--- src/hw/rtl/pfe_pkg.sv ---
`default_nettype none

package pfe_pkg;

  localparam int unsigned IDX_W       = 4;
  localparam int unsigned CH_W        = 12;
  localparam int unsigned RECIP_W     = 25;
  localparam int unsigned RECIP_SHIFT = 24;
  localparam int unsigned PROD_W      = CH_W + RECIP_W;
  localparam int unsigned Q_W         = PROD_W - RECIP_SHIFT;
  localparam int unsigned CFG_ADDR_W  = 3;
  localparam int unsigned CFG_DATA_W  = 32;

  // floor(d * 2048 / 1365) == (d * RECIP) >> RECIP_SHIFT for d < 4096
  localparam logic [RECIP_W-1:0] RECIP    = 25'd25171970;
  localparam logic [CH_W-1:0]    PPM_LOW  = 12'd817;
  localparam logic [10:0]        CODE_MIN = 11'd1;
  localparam logic [10:0]        CODE_MAX = 11'd2046;

  localparam logic [IDX_W-1:0] IDX_OPEN  = 4'd0;
  localparam logic [IDX_W-1:0] IDX_CLOSE = 4'd15;

  localparam logic [7:0] RX_NUM_RESET = 8'd16;
  localparam logic       REG_RX_NUM   = 1'b0;

  localparam logic [15:0] CRC_NIBBLE [16] = '{
    16'h0000, 16'h1189, 16'h2312, 16'h329B, 16'h4624, 16'h57AD, 16'h6536, 16'h74BF,
    16'h8C48, 16'h9DC1, 16'hAF5A, 16'hBED3, 16'hCA6C, 16'hDBE5, 16'hE97E, 16'hF8F7
  };

  typedef struct packed {
    logic       open;
    logic       pair;
    logic       close;
    logic [7:0] b0;
    logic [7:0] b1;
    logic [7:0] b2;
  } cmd_t;

  typedef struct packed {
    logic [7:0] line_byte;
    logic       run_end;
    logic       frame_end;
  } out_t;

  function automatic logic [15:0] crc_next(input logic [15:0] crc, input logic [7:0] d);
    logic [7:0]  v;
    logic [15:0] t;
    v = crc[15:8] ^ d;
    t = CRC_NIBBLE[v[3:0]] ^ 16'(16'h1081 * {12'd0, v[7:4]});
    crc_next = {crc[7:0], 8'd0} ^ t;
  endfunction

endpackage

`default_nettype wire

--- src/hw/rtl/pxx_frame_encoder_core.sv ---
`default_nettype none

// Frame encoder core: one channel pulse width in, pulse-coded line bytes out.
// Input queue side: in_channel_index/in_channel_value are taken when push is
// high and full is low. Result queue side: the oldest line byte sits on the
// out_ ports while empty is low and leaves when pop is high.
// out_run_end marks the last byte an input transfer produced, out_frame_end
// the last byte of the frame-closing transfer.
// The front stage steps through capture, reciprocal multiply, and clamp and
// classify, and takes no new item until it hands the command to a
// CMD_DEPTH-entry queue. The back sequencer emits one line bit per cycle
// while the result queue has room, and also steps through each frame slot and
// the fetch and wrap-up; it sets the sustained rate. Each byte waits for the
// next one or the item's end before it enters the result queue.
// When pop stays low the OUT_DEPTH-entry result queue fills and the
// sequencer halts in place; the command queue and front then fill and full rises.
// Reset (synchronous, rst_n low) empties both queues, clears the CRC, the
// bit packer and the half select, and sets receiver_number to 16.
// Configuration: APB write to byte addresses 0 to 3 (paddr[2] low) sets receiver_number.

module pxx_frame_encoder_core #(
  parameter int unsigned CMD_DEPTH = 2,
  parameter int unsigned OUT_DEPTH = 4
) (
  input  wire logic                           clk,
  input  wire logic                           rst_n,
  input  wire logic                           push,
  output logic                                full,
  input  wire logic [pfe_pkg::IDX_W-1:0]      in_channel_index,
  input  wire logic [pfe_pkg::CH_W-1:0]       in_channel_value,
  output logic                                empty,
  input  wire logic                           pop,
  output logic [7:0]                          out_line_byte,
  output logic                                out_run_end,
  output logic                                out_frame_end,
  input  wire logic                           psel,
  input  wire logic                           penable,
  input  wire logic                           pwrite,
  input  wire logic [pfe_pkg::CFG_ADDR_W-1:0] paddr,
  input  wire logic [pfe_pkg::CFG_DATA_W-1:0] pwdata,
  output logic [pfe_pkg::CFG_DATA_W-1:0]      prdata,
  output logic                                pready
);

  logic [7:0]    rx_num_r;
  logic          reg_hit;

  pfe_pkg::cmd_t front_cmd, back_cmd;
  logic          front_valid, cmd_full, cmd_empty, cmd_pop;
  pfe_pkg::out_t back_item, out_head;
  logic          out_push, out_full;

  assign pready  = 1'b1;
  assign reg_hit = (paddr[pfe_pkg::CFG_ADDR_W-1:2] == pfe_pkg::REG_RX_NUM);
  assign prdata  = reg_hit ? pfe_pkg::CFG_DATA_W'(rx_num_r) : '0;

  always_ff @(posedge clk) begin
    if (!rst_n) begin
      rx_num_r <= pfe_pkg::RX_NUM_RESET;
    end else if (psel && penable && pwrite && pready && reg_hit) begin
      rx_num_r <= pwdata[7:0];
    end
  end

  pfe_front u_front (
    .clk              (clk),
    .rst_n            (rst_n),
    .push             (push),
    .full             (full),
    .in_channel_index (in_channel_index),
    .in_channel_value (in_channel_value),
    .cmd_valid        (front_valid),
    .cmd_ready        (!cmd_full),
    .cmd              (front_cmd)
  );

  pfe_fifo #(
    .WIDTH ($bits(pfe_pkg::cmd_t)),
    .DEPTH (CMD_DEPTH)
  ) u_cmd_q (
    .clk     (clk),
    .rst_n   (rst_n),
    .wr_en   (front_valid),
    .wr_data (front_cmd),
    .full    (cmd_full),
    .rd_en   (cmd_pop),
    .rd_data (back_cmd),
    .empty   (cmd_empty)
  );

  pfe_back u_back (
    .clk       (clk),
    .rst_n     (rst_n),
    .rx_num    (rx_num_r),
    .cmd_empty (cmd_empty),
    .cmd_pop   (cmd_pop),
    .cmd       (back_cmd),
    .out_full  (out_full),
    .out_push  (out_push),
    .out_item  (back_item)
  );

  pfe_fifo #(
    .WIDTH ($bits(pfe_pkg::out_t)),
    .DEPTH (OUT_DEPTH)
  ) u_out_q (
    .clk     (clk),
    .rst_n   (rst_n),
    .wr_en   (out_push),
    .wr_data (back_item),
    .full    (out_full),
    .rd_en   (pop),
    .rd_data (out_head),
    .empty   (empty)
  );

  assign out_line_byte = out_head.line_byte;
  assign out_run_end   = out_head.run_end;
  assign out_frame_end = out_head.frame_end;

endmodule

`default_nettype wire

--- src/hw/rtl/pfe_fifo.sv ---
`default_nettype none

module pfe_fifo #(
  parameter int unsigned WIDTH = 8,
  parameter int unsigned DEPTH = 2
) (
  input  wire logic             clk,
  input  wire logic             rst_n,
  input  wire logic             wr_en,
  input  wire logic [WIDTH-1:0] wr_data,
  output logic                  full,
  input  wire logic             rd_en,
  output logic [WIDTH-1:0]      rd_data,
  output logic                  empty
);

  localparam int unsigned PTR_W = (DEPTH > 1) ? $clog2(DEPTH) : 1;
  localparam int unsigned CNT_W = $clog2(DEPTH + 1);

  logic [WIDTH-1:0] mem_r [DEPTH];
  logic [PTR_W-1:0] wr_ptr_r, wr_ptr_nxt;
  logic [PTR_W-1:0] rd_ptr_r, rd_ptr_nxt;
  logic [CNT_W-1:0] cnt_r, cnt_nxt;
  logic             do_wr, do_rd;

  assign full    = (cnt_r == CNT_W'(DEPTH));
  assign empty   = (cnt_r == '0);
  assign do_wr   = wr_en && !full;
  assign do_rd   = rd_en && !empty;
  assign rd_data = mem_r[rd_ptr_r];

  always_comb begin
    wr_ptr_nxt = wr_ptr_r;
    rd_ptr_nxt = rd_ptr_r;
    cnt_nxt    = cnt_r;
    if (do_wr) begin
      wr_ptr_nxt = (wr_ptr_r == PTR_W'(DEPTH - 1)) ? '0 : wr_ptr_r + PTR_W'(1);
    end
    if (do_rd) begin
      rd_ptr_nxt = (rd_ptr_r == PTR_W'(DEPTH - 1)) ? '0 : rd_ptr_r + PTR_W'(1);
    end
    if (do_wr && !do_rd) begin
      cnt_nxt = cnt_r + CNT_W'(1);
    end else if (do_rd && !do_wr) begin
      cnt_nxt = cnt_r - CNT_W'(1);
    end
  end

  always_ff @(posedge clk) begin
    if (!rst_n) begin
      wr_ptr_r <= '0;
      rd_ptr_r <= '0;
      cnt_r    <= '0;
    end else begin
      wr_ptr_r <= wr_ptr_nxt;
      rd_ptr_r <= rd_ptr_nxt;
      cnt_r    <= cnt_nxt;
    end
  end

  always_ff @(posedge clk) begin
    if (do_wr) begin
      mem_r[wr_ptr_r] <= wr_data;
    end
  end

endmodule

`default_nettype wire

--- src/hw/rtl/pfe_front.sv ---
`default_nettype none

module pfe_front (
  input  wire logic                      clk,
  input  wire logic                      rst_n,
  input  wire logic                      push,
  output logic                           full,
  input  wire logic [pfe_pkg::IDX_W-1:0] in_channel_index,
  input  wire logic [pfe_pkg::CH_W-1:0]  in_channel_value,
  output logic                           cmd_valid,
  input  wire logic                      cmd_ready,
  output pfe_pkg::cmd_t                  cmd
);

  typedef enum logic [2:0] {
    F_IDLE = 3'b001,
    F_MUL  = 3'b010,
    F_PUSH = 3'b100
  } fstate_t;

  fstate_t                         state_r, state_nxt;
  logic [pfe_pkg::IDX_W-1:0]       idx_r;
  logic [pfe_pkg::CH_W-1:0]        val_r;
  logic                            below_r;
  logic [pfe_pkg::PROD_W-1:0]      prod_r;
  logic                            upper_r, upper_nxt;
  logic [pfe_pkg::CH_W-1:0]        held_r, held_nxt;
  logic [pfe_pkg::CH_W-1:0]        delta;
  logic [pfe_pkg::Q_W-1:0]         q;
  logic [10:0]                     code;
  logic [pfe_pkg::CH_W-1:0]        chan;
  logic                            in_half;

  assign full  = (state_r != F_IDLE);
  assign delta = val_r - pfe_pkg::PPM_LOW;
  assign q     = prod_r[pfe_pkg::RECIP_SHIFT +: pfe_pkg::Q_W];

  always_comb begin
    if (below_r || (q == '0)) begin
      code = pfe_pkg::CODE_MIN;
    end else if (q > pfe_pkg::Q_W'(pfe_pkg::CODE_MAX)) begin
      code = pfe_pkg::CODE_MAX;
    end else begin
      code = q[10:0];
    end
  end

  // upper half adds 2048: the half bit lands on the top bit
  assign chan    = {upper_r, code};
  assign in_half = (idx_r[pfe_pkg::IDX_W-1] == upper_r);

  always_comb begin
    cmd.open  = (idx_r == pfe_pkg::IDX_OPEN);
    cmd.pair  = in_half && idx_r[0];
    cmd.close = (idx_r == pfe_pkg::IDX_CLOSE);
    cmd.b0    = held_r[7:0];
    cmd.b1    = {chan[3:0], held_r[11:8]};
    cmd.b2    = chan[11:4];
  end

  assign cmd_valid = (state_r == F_PUSH);

  always_comb begin
    state_nxt = state_r;
    upper_nxt = upper_r;
    held_nxt  = held_r;
    unique case (state_r)
      F_IDLE: begin
        if (push) begin
          state_nxt = F_MUL;
        end
      end
      F_MUL: begin
        state_nxt = F_PUSH;
      end
      F_PUSH: begin
        if (cmd_ready) begin
          state_nxt = F_IDLE;
          if (in_half && !idx_r[0]) begin
            held_nxt = chan;
          end
          if (idx_r == pfe_pkg::IDX_CLOSE) begin
            upper_nxt = !upper_r;
          end
        end
      end
      default: begin
        state_nxt = F_IDLE;
      end
    endcase
  end

  always_ff @(posedge clk) begin
    if (!rst_n) begin
      state_r <= F_IDLE;
      upper_r <= 1'b0;
      held_r  <= '0;
    end else begin
      state_r <= state_nxt;
      upper_r <= upper_nxt;
      held_r  <= held_nxt;
    end
  end

  always_ff @(posedge clk) begin
    if ((state_r == F_IDLE) && push) begin
      idx_r <= in_channel_index;
      val_r <= in_channel_value;
    end
    if (state_r == F_MUL) begin
      below_r <= (val_r < pfe_pkg::PPM_LOW);
      prod_r  <= pfe_pkg::PROD_W'(delta) * pfe_pkg::PROD_W'(pfe_pkg::RECIP);
    end
  end

endmodule

`default_nettype wire

--- src/hw/rtl/pfe_back.sv ---
`default_nettype none

module pfe_back (
  input  wire logic          clk,
  input  wire logic          rst_n,
  input  wire logic [7:0]    rx_num,
  input  wire logic          cmd_empty,
  output logic               cmd_pop,
  input  wire pfe_pkg::cmd_t cmd,
  input  wire logic          out_full,
  output logic               out_push,
  output pfe_pkg::out_t      out_item
);

  typedef enum logic [6:0] {
    B_IDLE  = 7'b0000001,
    B_LOAD  = 7'b0000010,
    B_PRE   = 7'b0000100,
    B_SYNC  = 7'b0001000,
    B_DATA  = 7'b0010000,
    B_FLUSH = 7'b0100000,
    B_DONE  = 7'b1000000
  } bstate_t;

  typedef enum logic [2:0] {
    K_PRE   = 3'd0,
    K_SYNC  = 3'd1,
    K_DATA  = 3'd2,
    K_FLUSH = 3'd3,
    K_DONE  = 3'd4
  } slot_kind_t;

  localparam logic [3:0] SLOT_PRE    = 4'd0;
  localparam logic [3:0] SLOT_SYNC_O = 4'd1;
  localparam logic [3:0] SLOT_RX     = 4'd2;
  localparam logic [3:0] SLOT_FLAG0  = 4'd3;
  localparam logic [3:0] SLOT_FLAG1  = 4'd4;
  localparam logic [3:0] SLOT_CH0    = 4'd5;
  localparam logic [3:0] SLOT_CH1    = 4'd6;
  localparam logic [3:0] SLOT_CH2    = 4'd7;
  localparam logic [3:0] SLOT_PAD    = 4'd8;
  localparam logic [3:0] SLOT_CRC_HI = 4'd9;
  localparam logic [3:0] SLOT_CRC_LO = 4'd10;
  localparam logic [3:0] SLOT_SYNC_C = 4'd11;
  localparam logic [3:0] SLOT_FLUSH  = 4'd12;
  localparam logic [3:0] SLOT_DONE   = 4'd13;

  bstate_t       state_r, state_nxt;
  logic [3:0]    seq_r, seq_nxt;
  pfe_pkg::cmd_t cmd_r, cmd_nxt;
  logic [1:0]    part_pos_r, part_pos_nxt;
  logic          part_one_r, part_one_nxt;
  logic [2:0]    part_idx_r, part_idx_nxt;
  logic          stuff_r, stuff_nxt;
  logic [7:0]    dshift_r, dshift_nxt;
  logic [15:0]   crc_r, crc_nxt;
  logic [7:0]    crc_lo_r, crc_lo_nxt;
  logic [2:0]    ones_r, ones_nxt;
  logic [7:0]    pack_shift_r, pack_shift_nxt;
  logic [2:0]    pack_cnt_r, pack_cnt_nxt;
  logic          pend_vld_r, pend_vld_nxt;
  logic [7:0]    pend_byte_r, pend_byte_nxt;

  logic          slot_en;
  logic [7:0]    slot_byte;
  slot_kind_t    slot_kind;
  logic          adv, part_last, emit, emit_bit, next_bit;

  always_comb begin
    slot_en   = 1'b0;
    slot_byte = 8'd0;
    slot_kind = K_DATA;
    unique case (seq_r) inside
      SLOT_PRE: begin
        slot_en   = cmd_r.open;
        slot_kind = K_PRE;
      end
      SLOT_SYNC_O: begin
        slot_en   = cmd_r.open;
        slot_kind = K_SYNC;
      end
      SLOT_RX: begin
        slot_en   = cmd_r.open;
        slot_byte = rx_num;
      end
      SLOT_FLAG0, SLOT_FLAG1: begin
        slot_en = cmd_r.open;
      end
      SLOT_CH0: begin
        slot_en   = cmd_r.pair;
        slot_byte = cmd_r.b0;
      end
      SLOT_CH1: begin
        slot_en   = cmd_r.pair;
        slot_byte = cmd_r.b1;
      end
      SLOT_CH2: begin
        slot_en   = cmd_r.pair;
        slot_byte = cmd_r.b2;
      end
      SLOT_PAD: begin
        slot_en = cmd_r.close;
      end
      SLOT_CRC_HI: begin
        slot_en   = cmd_r.close;
        slot_byte = crc_r[15:8];
      end
      SLOT_CRC_LO: begin
        slot_en   = cmd_r.close;
        slot_byte = crc_lo_r;
      end
      SLOT_SYNC_C: begin
        slot_en   = cmd_r.close;
        slot_kind = K_SYNC;
      end
      SLOT_FLUSH: begin
        slot_en   = cmd_r.close;
        slot_kind = K_FLUSH;
      end
      SLOT_DONE: begin
        slot_en   = 1'b1;
        slot_kind = K_DONE;
      end
      default: begin
        slot_en   = 1'b1;
        slot_kind = K_DONE;
      end
    endcase
  end

  assign adv       = !out_full;
  assign part_last = (part_pos_r == (part_one_r ? 2'd2 : 2'd1));

  always_comb begin
    state_nxt      = state_r;
    seq_nxt        = seq_r;
    cmd_nxt        = cmd_r;
    part_pos_nxt   = part_pos_r;
    part_one_nxt   = part_one_r;
    part_idx_nxt   = part_idx_r;
    stuff_nxt      = stuff_r;
    dshift_nxt     = dshift_r;
    crc_nxt        = crc_r;
    crc_lo_nxt     = crc_lo_r;
    ones_nxt       = ones_r;
    pack_shift_nxt = pack_shift_r;
    pack_cnt_nxt   = pack_cnt_r;
    pend_vld_nxt   = pend_vld_r;
    pend_byte_nxt  = pend_byte_r;
    cmd_pop        = 1'b0;
    out_push       = 1'b0;
    out_item       = '0;
    emit           = 1'b0;
    emit_bit       = 1'b0;
    next_bit       = 1'b0;

    unique case (state_r)
      B_IDLE: begin
        if (!cmd_empty) begin
          cmd_nxt   = cmd;
          cmd_pop   = 1'b1;
          seq_nxt   = SLOT_PRE;
          state_nxt = B_LOAD;
        end
      end

      B_LOAD: begin
        if (!slot_en) begin
          seq_nxt = seq_r + 4'd1;
        end else begin
          part_pos_nxt = 2'd0;
          part_idx_nxt = 3'd0;
          part_one_nxt = 1'b0;
          unique case (slot_kind)
            K_PRE: begin
              crc_nxt   = '0;
              ones_nxt  = '0;
              state_nxt = B_PRE;
            end
            K_SYNC: begin
              state_nxt = B_SYNC;
            end
            K_DATA: begin
              crc_nxt      = pfe_pkg::crc_next(crc_r, slot_byte);
              dshift_nxt   = slot_byte;
              part_one_nxt = slot_byte[7];
              stuff_nxt    = 1'b0;
              state_nxt    = B_DATA;
              if (seq_r == SLOT_CRC_HI) begin
                crc_lo_nxt = crc_r[7:0];
              end
            end
            K_FLUSH: begin
              state_nxt = B_FLUSH;
            end
            K_DONE: begin
              state_nxt = B_DONE;
            end
            default: begin
              state_nxt = B_DONE;
            end
          endcase
        end
      end

      B_PRE: begin
        if (adv) begin
          emit     = 1'b1;
          emit_bit = part_last;
          if (!part_last) begin
            part_pos_nxt = part_pos_r + 2'd1;
          end else begin
            part_pos_nxt = 2'd0;
            if (part_idx_r == 3'd3) begin
              seq_nxt   = seq_r + 4'd1;
              state_nxt = B_LOAD;
            end else begin
              part_idx_nxt = part_idx_r + 3'd1;
            end
          end
        end
      end

      B_SYNC: begin
        if (adv) begin
          emit     = 1'b1;
          emit_bit = part_last;
          if (!part_last) begin
            part_pos_nxt = part_pos_r + 2'd1;
          end else begin
            part_pos_nxt = 2'd0;
            if (part_idx_r == 3'd7) begin
              seq_nxt   = seq_r + 4'd1;
              state_nxt = B_LOAD;
            end else begin
              part_idx_nxt = part_idx_r + 3'd1;
              part_one_nxt = (part_idx_r != 3'd6);
            end
          end
        end
      end

      B_DATA: begin
        if (adv) begin
          emit     = 1'b1;
          emit_bit = part_last;
          if (!part_last) begin
            part_pos_nxt = part_pos_r + 2'd1;
          end else begin
            part_pos_nxt = 2'd0;
            if (stuff_r) begin
              stuff_nxt = 1'b0;
              next_bit  = 1'b1;
            end else if (part_one_r && (ones_r == 3'd4)) begin
              // fifth one in a row: a stuffed zero follows
              ones_nxt     = 3'd0;
              stuff_nxt    = 1'b1;
              part_one_nxt = 1'b0;
            end else begin
              ones_nxt = part_one_r ? ones_r + 3'd1 : 3'd0;
              next_bit = 1'b1;
            end
            if (next_bit) begin
              if (part_idx_r == 3'd7) begin
                seq_nxt   = seq_r + 4'd1;
                state_nxt = B_LOAD;
              end else begin
                part_idx_nxt = part_idx_r + 3'd1;
                dshift_nxt   = {dshift_r[6:0], 1'b0};
                part_one_nxt = dshift_r[6];
              end
            end
          end
        end
      end

      B_FLUSH: begin
        if (pack_cnt_r == 3'd0) begin
          seq_nxt   = seq_r + 4'd1;
          state_nxt = B_LOAD;
        end else if (adv) begin
          emit     = 1'b1;
          emit_bit = 1'b1;
        end
      end

      B_DONE: begin
        if (adv) begin
          if (pend_vld_r) begin
            out_push           = 1'b1;
            out_item.line_byte = pend_byte_r;
            out_item.run_end   = 1'b1;
            out_item.frame_end = cmd_r.close;
            pend_vld_nxt       = 1'b0;
          end
          state_nxt = B_IDLE;
        end
      end

      default: begin
        state_nxt = B_IDLE;
      end
    endcase

    // the newest finished byte waits until the next one or the end of the item
    if (emit) begin
      pack_shift_nxt = {emit_bit, pack_shift_r[7:1]};
      pack_cnt_nxt   = pack_cnt_r + 3'd1;
      if (pack_cnt_r == 3'd7) begin
        if (pend_vld_r) begin
          out_push           = 1'b1;
          out_item.line_byte = pend_byte_r;
        end
        pend_byte_nxt = {emit_bit, pack_shift_r[7:1]};
        pend_vld_nxt  = 1'b1;
      end
    end
  end

  always_ff @(posedge clk) begin
    if (!rst_n) begin
      state_r      <= B_IDLE;
      crc_r        <= '0;
      ones_r       <= '0;
      pack_shift_r <= '0;
      pack_cnt_r   <= '0;
      pend_vld_r   <= 1'b0;
    end else begin
      state_r      <= state_nxt;
      crc_r        <= crc_nxt;
      ones_r       <= ones_nxt;
      pack_shift_r <= pack_shift_nxt;
      pack_cnt_r   <= pack_cnt_nxt;
      pend_vld_r   <= pend_vld_nxt;
    end
  end

  always_ff @(posedge clk) begin
    seq_r       <= seq_nxt;
    cmd_r       <= cmd_nxt;
    part_pos_r  <= part_pos_nxt;
    part_one_r  <= part_one_nxt;
    part_idx_r  <= part_idx_nxt;
    stuff_r     <= stuff_nxt;
    dshift_r    <= dshift_nxt;
    crc_lo_r    <= crc_lo_nxt;
    pend_byte_r <= pend_byte_nxt;
  end

endmodule

`default_nettype wire

--- config.mk ---
export PLATFORM = sky130hd
export DESIGN_NAME = pxx_frame_encoder_core
export DESIGN_NICKNAME = d
export VERILOG_FILES = /design/src/hw/rtl/pfe_pkg.sv /design/src/hw/rtl/pxx_frame_encoder_core.sv /design/src/hw/rtl/pfe_fifo.sv /design/src/hw/rtl/pfe_front.sv /design/src/hw/rtl/pfe_back.sv
export SDC_FILE = /design/constraint.sdc
export NUM_CORES = 1
export LEC_CHECK = 0
export BUFFER_PORTS_ARGS = -buffer_cell sky130_fd_sc_hd__buf_2
export CORE_ASPECT_RATIO = 0.8
export CORE_MARGIN = 1
export CORE_UTILIZATION = 61
export CTS_CLUSTER_SIZE = 25
export DETAILED_ROUTE_END_ITERATION = 10
export GPL_TIMING_DRIVEN = 0
export HOLD_SLACK_MARGIN = 0.06
export PLACE_DENSITY = 0.89
export SETUP_SLACK_MARGIN = 0.4
export SLEW_MARGIN = 20
export SYNTH_ARGS = -nofsm -noshare
export SYNTH_HDL_FRONTEND = slang
export SYNTH_SLANG_ARGS = --single-unit
--- constraint.sdc ---
create_clock -name clk -period 7.1 [get_ports clk]
set_input_delay 0 -clock clk [delete_from_list [all_inputs] [get_ports clk]]
set_output_delay 0 -clock clk [all_outputs]
set_load 0.1 [all_outputs]
## Word-level counts from Yosys, hierarchy flattened

Memory sizes are Yosys's and may differ from the RTL's. A register that Yosys moved wholly into a read port is not among the register bits.
Cells that the tools add are included.

- Logic and storage cells: 311
- Register bits after elaboration: 160
- Memory bits (writable): 94
- Output and inout bits: 45
- Memory bits (read-only): 256
- Bits in latches: 0
- Memories: 3
- Input bits: 58

Memories:

| name | depth | bits a word | read ports | clocked after memory_dff | write ports | RTL line | text |
|---|---|---|---|---|---|---|---|
| (name not given) | 16 | 16 | 1 | 0 | 0 | pfe_pkg.sv:50 | `t = CRC_NIBBLE[v[3:0]] ^ 16'(16'h1081 * {12'd0, v[7:4]});` |
| u_cmd_q.mem_r | 2 | 27 | 1 | 1 | 1 | pfe_fifo.sv:20 | `logic [WIDTH-1:0] mem_r [DEPTH];` |
| u_out_q.mem_r | 4 | 10 | 1 | 1 | 1 | pfe_fifo.sv:20 |  |

- $lt $le $gt $ge: 3
- Div/mod/pow operators: 0
- Muxes and demuxes: 132
- $add $sub $neg: 14
- Reductions and logical operators: 62
- Bitwise operators: 7
- Equality and inequality tests: 60
- Multiply operators: 2
- Shifts and indexed selects: 0

Operators with widths:

| operator | number |
|---|---|
| 7-bit 2-to-1 mux | 19 |
| 3-bit 2-to-1 mux | 21 |
| 7-bit case mux with 7 select lines | 1 |
| 4-bit 2-to-1 mux | 12 |
| 8-bit case mux with 6 select lines | 1 |
| 1-bit 2-to-1 mux | 43 |
| 12-bit by 24-bit multiplier with 36-bit output (second input constant) | 1 |
| 16-bit 2-to-1 mux | 2 |
| 8-bit 2-to-1 mux | 4 |
| 16-bit case mux with 2 select lines | 1 |
| 16-bit XOR | 2 |
| 10-bit 2-to-1 mux | 3 |
| 2-bit != test (second input constant) | 14 |
| 7-bit case mux with 4 select lines | 1 |
| 4-bit == test (second input constant) | 6 |
| 3-bit case mux with 4 select lines | 2 |
| 4-bit case mux with 6 select lines | 1 |
| 12-bit AND reduction | 2 |
| 11-bit 2-to-1 mux | 2 |
| 2-bit 2-to-1 mux | 10 |
| 4-bit by 3-bit == test with 1-bit output (second input constant) | 4 |
| 13-bit by 4-bit multiplier with 16-bit output (first input constant) | 1 |
| 2-bit by 1-bit != test with 1-bit output (second input constant) | 8 |
| 3-bit == test (second input constant) | 5 |
| 57 further kinds | 114 |

## Depth between registers and ports, before layout

- Depth in word-level cells: 11
- Gate-level depth with buffers: 23
- Depth with buffers taken out: 22

## Cells and area by module

Synthesis repeated with hierarchy kept, for this count alone.

- Cell total of the unflattened synthesis: 1077
- Area total of the unflattened synthesis: 13138.9 um2

By module, submodules not included:

| module | cells an instance | instances | seq. area each (um2) | area an instance (um2) |
|---|---|---|---|---|
| pfe_back | 456 | 1 | 2522.4 | 4884.7 |
| pfe_front | 338 | 1 | 1221.2 | 3559.7 |
| pfe_fifo (u_cmd_q) | 109 | 1 | 1721.7 | 2179.6 |
| pfe_fifo (u_out_q) | 103 | 1 | 1381.3 | 1915.6 |
| pxx_frame_encoder_core | 71 | 1 | 160.2 | 599.3 |

## Worst setup path before layout

OpenSTA, ideal clock, no wires.

- Path kind: reg2reg
- Start: register u_front.val_r[3] in the netlist's numbering
- End: register u_front.prod_r[33] in the netlist's numbering (data pin)
- Path buffers: 1
- Stages on the path, launching flop included: 21
- Arrival: 4663 ps
- Setup slack: 2177 ps
- Required time: 6839 ps
- Clock period less this slack: 4923 ps
- Library setup time: 261 ps
- Cell sequence: edfxtp_1 -> or4_1 -> a31oi_1 -> a21boi_1 -> a21oi_1 -> xnor2_1 -> nor3_1 -> nor2_1 -> ha_1 -> ha_1 -> inv_1 -> fa_1 -> inv_1 -> ha_1 -> ha_1 -> clkbuf_1 -> nand4_1 -> or3_1 -> a211oi_1 -> nor3_1 -> xnor2_1

- Longest elaborated chain between the ends: 2

Ends and longest elaborated chain:

| element | RTL line | text |
|---|---|---|
| from (decl) | pfe_front.sv:23 | `logic [pfe_pkg::CH_W-1:0] val_r;` |
| from (signal assigned) | pfe_front.sv:108 | `val_r <= in_channel_value;` |
| 12-bit by 10-bit subtractor with 12-bit output | pfe_front.sv:35 | `assign delta = val_r - pfe_pkg::PPM_LOW;` |
| 12-bit by 24-bit multiplier with 36-bit output | pfe_front.sv:112 | `prod_r <= pfe_pkg::PROD_W'(delta) * pfe_pkg::PROD_W'(pfe_pkg::RECIP);` |
| to (signal assigned) | pfe_front.sv:112 |  |
| to (decl) | pfe_front.sv:25 | `logic [pfe_pkg::PROD_W-1:0] prod_r;` |

No other way between the ends.
A chain may end at the register's enable or synchronous reset.

## Final worst setup path

Ends and elaborated chain as after synthesis.

==> results.py <==
metrics = {
    "outcome": {
        "outcome": "complete, but fails checks",
        "violations": "design-rule violations",
    },
    "sta": {
        "slew_headroom": 0.445,
        "fin_worst_skew_ps": 9.65,
        "post-route-period-util": 0.799,
        "setup_viol": 0,
        "setup_tns_ps": 0,
        "whs_ps": 75.2,
        "rsz0062_at_grt": "no",
        "slew_viol_final": 0,
        "fmax_mhz": 176,
        "hold_viol_final": 0,
        "finalCriticalPeriod_ps": 5680,
        "worstMarginPinSlew_ps": 825,
    },
    "job": {
        "cap_violations": 0,
    },
    "die": {
        "row_count": 47,
        "start_util": 0.626,
        "core-area_um2": 20800,
        "dieHeight_um": 133,
        "boundaryPins": 103,
        "die_w_um": 165,
        "die_area_um2": 22000,
    },
    "yosys": {
        "yosysMostFrequentCell": "edfxtp_1",
        "synth_cell_types": 81,
        "syn_inst": 1108,
        "synth_edf_count": 184,
        "synth_flop_cell": "edfxtp_1",
        "ys_ff_latch": 257,
        "synth_top_area_share": 0.424,
        "seq_area_frac_synth": 0.536,
        "yosysTopAreaCell": "edfxtp_1",
        "syn_area_per_cell_um2": 11.8,
        "synth_area_leaders": "edfxtp_1 42%, dfxtp_1 11%, ha_1 6.4%",
        "synth_warnings": 0,
        "async_reset_ff_frac": 0,
        "synth_area_um2": 13000,
        "ys_top_cells_by_count": "184 x edfxtp_1, 77 x nor2_1, 73 x dfxtp_1",
    },
    "clock_network": {
        "cts_tree": "done",
        "numCtsBuffers": 25,
        "root_buffer": "clkbuf_16",
        "cts.sinks": 257,
        "path_clk_slew_ps": 70,
        "clkLatencyLatePin_ps": 520,
        "cts_setup_buffers": 0,
        "htreeDepth": 1,
        "cts_buffer_depth": 3,
    },
    "min_path": {
        "holdPathEnd": "u_back.state_r[4]$_SDFFE_PN0P_",
        "min_from": "rst_n",
        "min_path_type": "primary input to flop",
        "hold_depth": 3,
    },
    "setup_path": {
        "path_class": "flop to flop",
        "rrSetupSlack_ps": 1420,
        "r2r_start": "u_front.val_r[3]$_DFFE_PP_",
        "crit_path_start_kind": "flop",
        "worst_r2r_endpoint": "u_front.prod_r[33]$_DFFE_PP_",
        "cp_max_fo": 9,
        "cp.required_ps": 7360,
        "end_kind": "flop",
        "ff2ff_path_depth": 20,
        "arrival_ps": 5940,
    },
    "placement": {
        "io_buffers": 51,
        "hpwl_um": 20100,
        "gp_congestion": 0.948,
    },
    "global_routing": {
        "antenna_found_initial": 1,
        "grt_max_degree": 29,
        "grt_overflow": 0,
        "grt_use_met2": 0.439,
        "groute.usage.overall": 0.275,
        "grt_pass1_vias": 9047,
        "met1_usage": 0.371,
        "grt_pass1_wl_um": 46800,
        "grt.busiest_layer": "met2",
        "use_met3": 0.0715,
    },
    "layout": {
        "fin_util": 0.712,
        "area_delta_synth_final_pct": 13.8,
        "fill_cells": 1341,
        "fin_nets": 1366,
        "drive_above_1_share": 0.160,
    },
    "detailed_routing": {
        "via_count": 9194,
        "ant_nets": 0,
        "drt_iter0_markers": 1145,
        "wl_um": 29800,
        "routed_via_density": 6.03,
        "wl_per_cell_um": 19.5,
        "drc": 14,
        "first_pass_iters": 9,
    },
    "pwr": {
        "p_leak_nw": 5.66,
        "p_per_area_nw_per_um2": 340,
        "ir_worst_vdd_mv": 0.258,
        "p_total_mw": 5.04,
    },
}
==> state kept, by name, indices dropped and copies added (netlist names), 4 cells and up, named ones only <==
name and cells:
u_out_q.mem_r 40, u_back.crc_r 15, u_front.idx_r 4, u_back.pend_byte_r 8
u_back.seq_r 4, u_back.crc_lo_r 7, u_back.state_r 7, u_front.held_r 12
u_back.dshift_r 7, rx_num_r 8, u_back.cmd_r 27, u_cmd_q.mem_r 54
u_back.pack_shift_r 7, u_front.prod_r 13, u_front.val_r 12
==> worst max-delay path, stage by stage (launching register included) <==
cell and delay, ps:
edfxtp_1 430, or4_1 650, a31oi_1 300, a21boi_1 160, a21oi_1 210, xnor2_1 140, nor3_1 310, nor2_1 100
ha_1 220, ha_1 210, inv_1 90, fa_1 420, inv_1 80, ha_1 230, ha_1 270, clkbuf_1 310
nand4_1 300, or3_1 510, a211oi_1 250, nor3_1 110, xnor2_1 130
==> kinds of logic (layout without fill, tap and decap cells) <==
kind of cell,Yosys count,after routing,share of synthesized area
simple gates,350,350,0.146
flops,257,257,0.536
compound gates,187,187,0.0993
buf+inv,117,241,0.0445
fa+ha+maj,71,71,0.0705
mux,71,71,0.0672
xor+xnor,53,53,0.0356
other cells,2,26,0.000576
==> cell type report <==
class | count | area (µm²) | share of cell area
Sequential cell | 257 | 6990 | 0.471
Multi-Input combinational cell | 757 | 5570 | 0.375
Clock buffer | 31 | 648 | 0.0437
Timing Repair Buffer | 79 | 553 | 0.0373
Buffer | 66 | 388 | 0.0262
Tap cell | 269 | 337 | 0.0227
Inverter | 51 | 191 | 0.0129
Clock inverter | 14 | 156 | 0.0105
Antenna cell | 1 | 2.50 | 0.000169
==> power breakdown <==
group / switching (mW) / internal [mW] / total, mW
clock: 0.564 / 0.761 / 1.33
combinational: 1.25 / 0.631 / 1.88
sequential: 0.0820 / 1.75 / 1.83
==> metrics by stage <==
step                      instances  setup WS, ps  cell area [µm²]
after global routing           1524          1190            14800
after detailed placement       1452          1550            13800
after floorplan                1131          2180            13100
after CTS                      1524          1540            14800
final                          1525          1420            14800
after global placement         1451          1730            13700
==> per-layer routing <==
layer | part of all wire | up-vias
met5 | 0.00044 | -
met4 | 0.023 | 2
met3 | 0.11 | 59
met2 | 0.46 | 475
met1 | 0.41 | 4394
li1 | - | 4264
==> cells in the final DEF (no fill, tap or decap), types with 25 or more instances in the layout <==
master           n
conb_1          25
nor3_1          25
clkbuf_1        30
buf_2           58
mux2i_1         29
xnor2_1         34
mux2_2          32
edfxtp_1       184
a21oi_1         46
nand2_1         72
dlygate4sd3_1   27
dfxtp_1         73
inv_1           50
and2_1          27
buf_4           29
clkbuf_16       25
nor2_1          74
nor2b_1         46
ha_1            67
o21ai_0         26
==> repair_timing <==
item,in CTS,in global routing
gates resized for setup,0,0
hold buffers,27,0
hold endpoints to repair,46,0
setup endpoints to repair,0,0
==> worst max path at each step <==
| stage | to | slack (ps) | start |
|---|---|---|---|
| after detailed placement | u_front.prod_r[31]$_DFFE_PP_ | 1550 | u_front.val_r[3]$_DFFE_PP_ |
| after global routing | u_front.prod_r[31]$_DFFE_PP_ | 1190 | u_front.val_r[3]$_DFFE_PP_ |
| after floorplan | u_front.prod_r[33]$_DFFE_PP_ | 2180 | u_front.val_r[3]$_DFFE_PP_ |
| after global placement | u_front.prod_r[31]$_DFFE_PP_ | 1730 | u_front.val_r[3]$_DFFE_PP_ |
| final | u_front.prod_r[33]$_DFFE_PP_ | 1420 | u_front.val_r[3]$_DFFE_PP_ |
| after CTS | u_front.prod_r[31]$_DFFE_PP_ | 1540 | u_front.val_r[3]$_DFFE_PP_ |
No activity file was read; power rests on OpenSTA's default activity.
